==> src/hw/rtl/ptdt_pkg.sv <==
`default_nettype none

package ptdt_pkg;

	// Input operation codes
	localparam logic [2:0] OP_TICK       = 3'd0;
	localparam logic [2:0] OP_STEP       = 3'd1;
	localparam logic [2:0] OP_BUTTON     = 3'd2;
	localparam logic [2:0] OP_TILT       = 3'd3;
	localparam logic [2:0] OP_CLR_SNOOZE = 3'd4;

	// Release classification codes
	localparam logic [1:0] KIND_NONE  = 2'd0;
	localparam logic [1:0] KIND_SHORT = 2'd1;
	localparam logic [1:0] KIND_LONG  = 2'd2;

	// Configuration register indexes
	localparam logic [1:0] CFG_REMIND_PERIOD = 2'd0;
	localparam logic [1:0] CFG_LONG_PRESS    = 2'd1;
	localparam logic [1:0] CFG_SIP           = 2'd2;

	// Register reset values
	localparam logic [3:0]  REMIND_PERIOD_RST = 4'd2;
	localparam logic [15:0] LONG_PRESS_RST    = 16'd30;
	localparam logic [15:0] SIP_RST           = 16'd20;
	localparam logic [5:0]  COUNTDOWN_RST     = 6'd10;

	// Period limits for the countdown reload
	localparam logic [3:0] PERIOD_MIN = 4'd1;
	localparam logic [3:0] PERIOD_MAX = 4'd10;

	typedef logic [1:0] kind_t;

	// Countdown reload: clamped period times five (4p + p)
	function automatic logic [5:0] reload_value(input logic [3:0] period);
		logic [3:0] p;
		p = period;
		if (p < PERIOD_MIN) p = PERIOD_MIN;
		if (p > PERIOD_MAX) p = PERIOD_MAX;
		return {p, 2'b00} + {2'b00, p};
	endfunction

endpackage

`default_nettype wire

==> src/hw/rtl/press_tilt_duration_timer_top.sv <==
// Press, tilt and reminder duration timer. A button (active low), a tilt
// sensor and a reminder countdown share one tick counter that runs while
// any of them is active. Each request on s_* is one event (tick, countdown
// step, button level, tilt level, clear snooze) and yields exactly one
// result on m_*. One request is taken every clock cycle while s_tready is
// high; its result appears in the output register the cycle after, which
// also decouples the two sides, so s_tready stays high while that register
// is empty or being drained. Configuration writes take effect at the clock
// edge of cfg_we and should be made while no request is in flight.
`default_nettype none

module press_tilt_duration_timer_top
	import ptdt_pkg::*;
(
	input  wire logic        clk,
	input  wire logic        arst_n,
	// configuration write port
	input  wire logic        cfg_we,
	input  wire logic [1:0]  cfg_idx,
	input  wire logic [15:0] cfg_wdata,
	// event requests
	input  wire logic        s_tvalid,
	output logic             s_tready,
	input  wire logic [7:0]  s_tdata,   // [2:0] op, [3] level, [7:4] zero
	// results
	output logic             m_tvalid,
	input  wire logic        m_tready,
	output logic [39:0]      m_tdata    // [1:0] press_kind, [3:2] tilt_kind,
	                                    // [4] reminder_due, [5] timer_running,
	                                    // [37:6] tick_now, [39:38] zero
);

	// configuration
	logic [3:0]  remind_period_q;
	logic [15:0] long_press_q;
	logic [15:0] sip_q;

	// channel state
	logic [31:0] tick_q;
	logic        ticking_q;
	logic        button_q;
	logic        tilt_q;
	logic        snooze_q;
	logic [31:0] button_start_q;
	logic [31:0] tilt_start_q;
	logic [5:0]  countdown_q;

	// output register
	logic        out_valid_q;
	logic [39:0] out_data_q;

	// next state
	logic [31:0] tick_d;
	logic        ticking_d;
	logic        button_d;
	logic        tilt_d;
	logic        snooze_d;
	logic [31:0] button_start_d;
	logic [31:0] tilt_start_d;
	logic [5:0]  countdown_d;
	logic [5:0]  cd_dec;
	logic        due;
	kind_t       press_kind;
	kind_t       tilt_kind;
	kind_t       press_eval;
	kind_t       tilt_eval;

	logic [2:0]  op;
	logic        level;
	logic        accept;

	assign op       = s_tdata[2:0];
	assign level    = s_tdata[3];
	assign s_tready = !out_valid_q || m_tready;
	assign accept   = s_tvalid && s_tready;
	assign cd_dec   = countdown_q - 6'd1;

	// release classifiers
	ptdt_dur u_press_dur (
		.tick_now (tick_q),
		.start    (button_start_q),
		.thresh   (long_press_q),
		.held     (button_q),
		.kind     (press_eval)
	);

	ptdt_dur u_tilt_dur (
		.tick_now (tick_q),
		.start    (tilt_start_q),
		.thresh   (sip_q),
		.held     (tilt_q),
		.kind     (tilt_eval)
	);

	// event decode and state update
	always_comb begin
		tick_d         = tick_q;
		ticking_d      = ticking_q;
		button_d       = button_q;
		tilt_d         = tilt_q;
		snooze_d       = snooze_q;
		button_start_d = button_start_q;
		tilt_start_d   = tilt_start_q;
		countdown_d    = countdown_q;
		due            = 1'b0;
		press_kind     = KIND_NONE;
		tilt_kind      = KIND_NONE;
		case (op)
			OP_TICK: begin
				if (ticking_q) tick_d = tick_q + 32'd1;
			end
			OP_STEP: begin
				if (cd_dec == 6'd0) begin
					snooze_d    = 1'b1;
					countdown_d = reload_value(remind_period_q);
					due         = 1'b1;
					if (!tilt_q && !button_q) begin
						tick_d    = 32'd0;
						ticking_d = 1'b1;
					end
				end else begin
					countdown_d = cd_dec;
				end
			end
			OP_BUTTON: begin
				if (!level) begin
					button_d = 1'b1;
					if (!tilt_q && !snooze_q) begin
						tick_d    = 32'd0;
						ticking_d = 1'b1;
					end
					button_start_d = tick_d;
				end else begin
					press_kind = press_eval;
					button_d   = 1'b0;
					if (!tilt_q && !snooze_q) ticking_d = 1'b0;
				end
			end
			OP_TILT: begin
				if (level) begin
					tilt_d = 1'b1;
					if (!button_q && !snooze_q) begin
						tick_d    = 32'd0;
						ticking_d = 1'b1;
					end
					tilt_start_d = tick_d;
				end else begin
					tilt_kind = tilt_eval;
					tilt_d    = 1'b0;
					if (!button_q && !snooze_q) ticking_d = 1'b0;
				end
			end
			OP_CLR_SNOOZE: begin
				snooze_d = 1'b0;
				if (!button_q && !tilt_q) ticking_d = 1'b0;
			end
			default: begin
			end
		endcase
	end

	// configuration registers
	always_ff @(posedge clk or negedge arst_n) begin
		if (!arst_n) begin
			remind_period_q <= REMIND_PERIOD_RST;
			long_press_q    <= LONG_PRESS_RST;
			sip_q           <= SIP_RST;
		end else if (cfg_we) begin
			case (cfg_idx)
				CFG_REMIND_PERIOD: remind_period_q <= cfg_wdata[3:0];
				CFG_LONG_PRESS:    long_press_q    <= cfg_wdata;
				CFG_SIP:           sip_q           <= cfg_wdata;
				default: begin
				end
			endcase
		end
	end

	// channel state, updated per accepted request
	always_ff @(posedge clk or negedge arst_n) begin
		if (!arst_n) begin
			tick_q         <= 32'd0;
			ticking_q      <= 1'b0;
			button_q       <= 1'b0;
			tilt_q         <= 1'b0;
			snooze_q       <= 1'b0;
			button_start_q <= 32'd0;
			tilt_start_q   <= 32'd0;
			countdown_q    <= COUNTDOWN_RST;
		end else if (accept) begin
			tick_q         <= tick_d;
			ticking_q      <= ticking_d;
			button_q       <= button_d;
			tilt_q         <= tilt_d;
			snooze_q       <= snooze_d;
			button_start_q <= button_start_d;
			tilt_start_q   <= tilt_start_d;
			countdown_q    <= countdown_d;
		end
	end

	// output register
	always_ff @(posedge clk or negedge arst_n) begin
		if (!arst_n) begin
			out_valid_q <= 1'b0;
		end else if (s_tready) begin
			out_valid_q <= s_tvalid;
		end
	end

	always_ff @(posedge clk) begin
		if (accept) begin
			out_data_q <= {2'b00, tick_d, ticking_d, due, tilt_kind, press_kind};
		end
	end

	assign m_tvalid = out_valid_q;
	assign m_tdata  = out_data_q;

endmodule

`default_nettype wire

==> src/hw/rtl/ptdt_dur.sv <==
`default_nettype none

// Classifies a channel release: elapsed ticks against a threshold
module ptdt_dur
	import ptdt_pkg::*;
(
	input  wire logic [31:0] tick_now,
	input  wire logic [31:0] start,
	input  wire logic [15:0] thresh,
	input  wire logic        held,
	output kind_t            kind
);

	logic [31:0] elapsed;

	// elapsed wraps modulo 2^32
	assign elapsed = tick_now - start;

	always_comb begin
		if (!held) begin
			kind = KIND_NONE;
		end else if (elapsed > {16'd0, thresh}) begin
			kind = KIND_LONG;
		end else begin
			kind = KIND_SHORT;
		end
	end

endmodule

`default_nettype wire

==> config.mk <==
export PLATFORM = sky130hd
export DESIGN_NAME = press_tilt_duration_timer_top
export DESIGN_NICKNAME = d
export VERILOG_FILES = /design/src/hw/rtl/ptdt_pkg.sv /design/src/hw/rtl/press_tilt_duration_timer_top.sv /design/src/hw/rtl/ptdt_dur.sv
export SDC_FILE = /design/constraint.sdc
export NUM_CORES = 1
export LEC_CHECK = 0
export BUFFER_PORTS_ARGS = -buffer_cell sky130_fd_sc_hd__buf_4
export CAP_MARGIN = 5
export CORE_UTILIZATION = 40
export DETAILED_ROUTE_END_ITERATION = 10
export SYNTH_ARGS = -nofsm -noshare
export SYNTH_HDL_FRONTEND = slang
export SYNTH_HIERARCHICAL = 1
export SYNTH_SLANG_ARGS = --single-unit
==> constraint.sdc <==
create_clock -name clk -period 3.8 [get_ports clk]
set_clock_uncertainty 0.05 [all_clocks]
set_input_delay 0.38 -clock clk [delete_from_list [all_inputs] [get_ports clk]]
set_output_delay 0.38 -clock clk [all_outputs]
set_load 0.03 [all_outputs]
After elaboration in Yosys (flattened, before gate mapping):

Cells that the tools add are included.

* latch bits: 0
* memories: 0
* output and inout port bits: 42
* memory bits (read-only): 0
* register bits after elaboration: 181
* word-level logic and storage cells: 91
* RAM bits: 0

* shift operators: 0
* $mul: 0
* mux-type cells: 32
* divide/modulo/power cells: 0
* $lt $le $gt $ge: 4
* equal/unequal tests: 7
* reduce and logical (&&, ||, !) cells: 24
* bitwise logic cells: 3
* $add $sub $neg: 5

Operators with widths (count)
* $mux W32: 7
* $pmux W32 S4: 1
* $gt A32 B16 Y1: 2
* $sub A32 B32 Y32: 2
* $add A32 B1 Y32 const B: 1
* $mux W4: 6
* $mux W1: 13
* $reduce_and A2 Y1: 6
* $reduce_and A3 Y1: 4
* $add A6 B4 Y6: 1
* $eq A3 B2 Y1 const B: 2
* $logic_not A6 Y1: 1
* $mux W6: 1
* $sub A6 B1 Y6 const B: 1
* $gt A4 B4 Y1 const B: 1
* $logic_and A1 B1 Y1: 4
* $logic_not A1 Y1: 4
* $lt A4 B1 Y1 const B: 1
* $mux W2: 2
* $pmux W1 S4: 1
* $eq A3 B1 Y1 const B: 1
* $eq A3 B3 Y1 const B: 1
* $logic_not A3 Y1: 1
* $not A1 Y1: 3
* 8 further kinds: 8

Depth between registers and ports, before layout:

* word-level depth: 10
* depth in mapped cells: 20
* mapped depth without buffers: 20

Hierarchy:

Netlist, hierarchy kept.

By module, submodules not included
* press_tilt_duration_timer_top: area each 8663.3 µm², times used 1, cells an instance 860, sequential area each 4730.8 µm²
* ptdt_dur (u_tilt_dur): area each 2582.5 µm², times used 1, cells an instance 375, sequential area each 0.0 µm²
* ptdt_dur (u_press_dur): area each 2406.1 µm², times used 1, cells an instance 362, sequential area each 0.0 µm²

Worst setup path after synthesis:

Ideal clock, no wire load.

* path kind: flip-flop to flip-flop
* start: register tick_q[4]
* end: register out_data_q[1] (netlist: m_tdata[1]) (data pin)
* path buffers: 0
* stages on the path, launching flop included: 19
* required time: 3495 ps
* library setup time: 255 ps
* slack: -331 ps
* clock period less this slack: 4131 ps
* data arrival time: 3826 ps
* cells stage by stage: dfrtp_1 > ha_1 > o211ai_1 > a21oi_1 > o21ai_2 > o31ai_2 > a21oi_1 > xnor2_1 > ha_1 > nand4_1 > nor2_1 > nand2_1 > o311ai_0 > nand3_1 > a2111oi_1 > nand4_1 > or4_4 > o31a_1 > and2_1

* cells in the longest elaborated chain, start to end: 3

RTL lines
* start, declared: RTL line press_tilt_duration_timer_top.sv:39 `logic [31:0] tick_q;`
* start signal, assigned: RTL line press_tilt_duration_timer_top.sv:191 `tick_q <= tick_d;`
* $sub A32 B32 Y32: RTL line ptdt_dur.sv:17 `assign elapsed = tick_now - start;`
* $gt A32 B16 Y1: RTL line ptdt_dur.sv:22 `end else if (elapsed > {16'd0, thresh}) begin`
* $mux W2: RTL line ptdt_dur.sv:22
* end signal, assigned: RTL line press_tilt_duration_timer_top.sv:213 `out_data_q <= {2'b00, tick_d, ticking_d, due, tilt_kind, press_kind};`
* end, declared: RTL line press_tilt_duration_timer_top.sv:50 `logic [39:0] out_data_q;`

No other way between the ends.
A chain may end at the register's enable or synchronous reset.

Worst setup path after layout:

* start: register tick_q[0]
* end: register out_data_q[3] (netlist: m_tdata[3]) (data pin)

Same word-level chain as after synthesis.

==> out/metrics.cfg <==
[pwr]
powerDensity_nw_per_um2 = 580.2
ir_worst_vdd_mv = 0.3708
leakage_nw = 7.246

[floorplanning]
fp.dieW_um = 186.7
coreArea_um2 = 33530
dieArea_um2 = 34870
row_count = 67
pin_count = 73
die_h_um = 186.7
start_util_pct = 40.71

[synthesis]
synthSimpleGateAreaFrac_pct = 19.57
synth_top_area_share_pct = 24.56
synth_xor_area_share_pct = 3.272
synth-seq-area-share_pct = 34.65
yosysTopAreaCell = dfrtp_1
ys_async_sr_fraction_pct = 79.01
synth_mux_area_share_pct = 3.519
ys.flop_type = dfrtp_1
ys.warnings.count = 6
synth_edf_count = 38
netlist_instances = 1597
ys_top_cells_by_area = dfrtp_1, ha_1, edfxtp_1, nand2_1, a21oi_1
synth_compound_area_share_pct = 22.15
synthesis.area_um2 = 13650
avgSynthCellArea_um2 = 8.548
ys_seq_elements = 181
synth_top_family_by_area = compound AO/OA/AOI/OAI gates
synth_fa_ha_area_share_pct = 9.587
synth_cell_types = 106

[clock_network]
h-tree-depth = 4
cts_sinks = 181
cts_tree = done
clkTransAtPathRegs_ns = 0.07
insertion_delay_ns = 0.45
cts_buffers = 17
cts_max_path_buffers = 2
root_buffer = clkbuf_16

[critical_path]
path_class = flop to flop
ff2ff_path_depth = 21
worstPathCellList = buf_6 -> inv_4 -> ha_4 -> fa_2 -> nand2b_4 -> a21oi_4 -> nor2_2 -> nor2_1 -> a31oi_1 -> xnor2_1 -> ha_1 -> a21o_1 -> a21oi_2 -> nor2_1 -> o31ai_2 -> buf_4 -> nand4_1 -> a2111oi_2 -> nand4_1 -> o31a_1 -> nor4b_4
r2r_start = tick_q[0]
critPathLaunchType = flop
required_ns = 3.94
arrival_ns = 4.42
slowest_delay_ns = 0.38
endpoint_kind = flop
crit_path_max_fanout = 4
cpMaxStageDelayCell = dfrtp_1
ff2ff_setup_slack_ns = -0.48
reg2reg_to = m_tdata[3]

[drt]
finalWirelength_um = 40740
vias_per_cell = 5.533
dr_total_vias = 12310
drcViolationCount = 0
dr.first_iter.drc_count = 1089
final_antenna_net_count = 0
drt_first_pass_iters = 6
post_drt_wl_per_cell_um = 18.31

[grt]
grt_usage_pct = 23.70
grt_antenna_before_repair = 0
overflow = 0
grt_pass1_vias = 11850
grt_max_degree = 86
grt_pass1_wl_um = 65210

[sta]
maxSlewViolCount = 0
rsz0062_at_grt = true
worst_pin_slew_ns = 1.159
setup_viol = 4
slew_headroom_pct = 22.46
min_period_ns = 4.279
hold-worst-slack_ns = 0.1118
hold_viol = 0
fin_crit_sh_pct = 112.6
setup_ws_ns = -0.4791
max_freq_ghz = 0.2337

[final_layout]
nets = 1897
utilization_pct = 49.19
multi_input_area_um2 = 8312
fin_area_um2 = 16500
final_cell_mix = buf_4, nand2_1, inv_1, dfrtp_1, a21oi_1
n_antenna_cell = 0
drive_above_1_share_pct = 23.86
area.sequential_um2 = 4735
syn2layout_area_growth_pct = 20.83
num-fill-cells = 3278
final_common_cell = buf_4
instances_no_fill = 2225

[outcome]
status = finished, violations left
violations = negative setup slack

[worst_hold_path]
hp-class = primary input to flop
hold_path_end = m_tvalid
min_path_cells = 3
min_from = s_tvalid

[place]
port_buffers = 66
dp_slack_ns = -0.6169
hpwl_um = 31150
place_area_um2 = 15600
dp_cells = 2183
globalplace.congestion = 0.9002

[job]
max-cap-violations = 0

-- power breakdown --
group / leakage, nW / internal (mW) / total, mW / switching (mW)
Clock: 0.280 / 0.881 / 1.74 / 0.859
Sequential: 2.24 / 2.26 / 2.50 / 0.243
Combinational: 4.73 / 2.52 / 5.33 / 2.82
Total: 7.25 / 5.65 / 9.57 / 3.92
-- worst max-delay path: cells and delay by family (launching register included) --
| kind | cells | cell delay [ns] |
|---|---|---|
| fa+ha+maj | 3 | 0.76 |
| xor+xnor | 1 | 0.18 |
| flops | 1 | 0.38 |
| compound gates | 7 | 1.48 |
| simple gates | 7 | 0.88 |
| buf+inv | 3 | 0.31 |
-- cell usage after synthesis, types with 21 or more instances --
library cell  number
clkbuf_1          43
mux2_2            36
nand4_1           32
o21ai_1           33
nand2b_1          24
inv_1            136
buf_2             21
nand2_1          225
ha_1              99
nor3_1            25
dfrtp_1          134
nand3_1           21
nor2_1            82
xnor2_1           33
a21oi_1          137
edfxtp_1          38
o21ai_0           93
a31oi_1           54
-- per-stage QoR --
step	total power, mW	TNS [ns]
detailed placement	7.507	-2.281
CTS	9.487	-1.951
floorplan	5.806	-0.05632
finish	9.571	-1.651
global route	10.28	-2.534
global placement	7.430	-1.816
-- repair_timing --
item | 4_1_cts | 5_1_grt
resized for setup | 27 | 17
endpoints found under the setup margin | 4 | 4
pin swaps | 25 | 27
hold endpoints to repair | 75 | 0
buffers inserted | 7 | 2
hold buffers | 1 | 0
-- layout make-up --
cell class	instances	share of cell area, %
Clock buffer	19	2.685
Clock inverter	13	0.7054
Inverter	136	3.110
Multi-Input combinational cell	1189	50.39
Sequential cell	181	28.70
Tap cell	448	3.398
Timing Repair Buffer	239	11.01
-- cells by family after synthesis --
kind of cell	count (synthesis)
other	1
multiplexers	43
AND/OR/NAND/NOR	518
adder cells (fa/ha/maj)	103
flip-flops	181
XOR/XNOR	51
AO/OA/AOI/OAI	472
buffers and inverters	228
-- registers in the layout, indices dropped and copies added (netlist names), 4 cells and up --
signal / flops
m_tdata: 38
long_press_q: 16
sip_q: 16
countdown_q: 6
remind_period_q: 4
button_start_q: 32
tick_q: 32
tilt_start_q: 32
-- worst max-delay path by stage --
| stage | start | cells after the start | endpoint | slack (ns) |
|---|---|---|---|---|
| 3_3_place_gp | tick_q[0] | 21 | m_tdata[3] | -0.53 |
| 6_report | tick_q[0] | 21 | m_tdata[3] | -0.48 |
| 2_1_floorplan | tick_q[0] | 20 | m_tdata[1] | -0.06 |
| 4_1_cts | tick_q[0] | 22 | m_tdata[3] | -0.51 |
| 5_1_grt | tick_q[4] | 20 | m_tdata[3] | -0.67 |
| 3_5_place_dp | tick_q[0] | 21 | m_tdata[2] | -0.62 |
-- layer usage --
layer / share of wire (%) / up-vias / track usage [%]
met1: 49 / 5862 / 34.60
met2: 44 / 357 / 36.31
met5: 0 / - / 0
li1: - / 6054 / -
met3: 5.4 / 37 / 3.555
met4: 1.7 / 0 / 6.431
(Power assumes the default switching activity.)
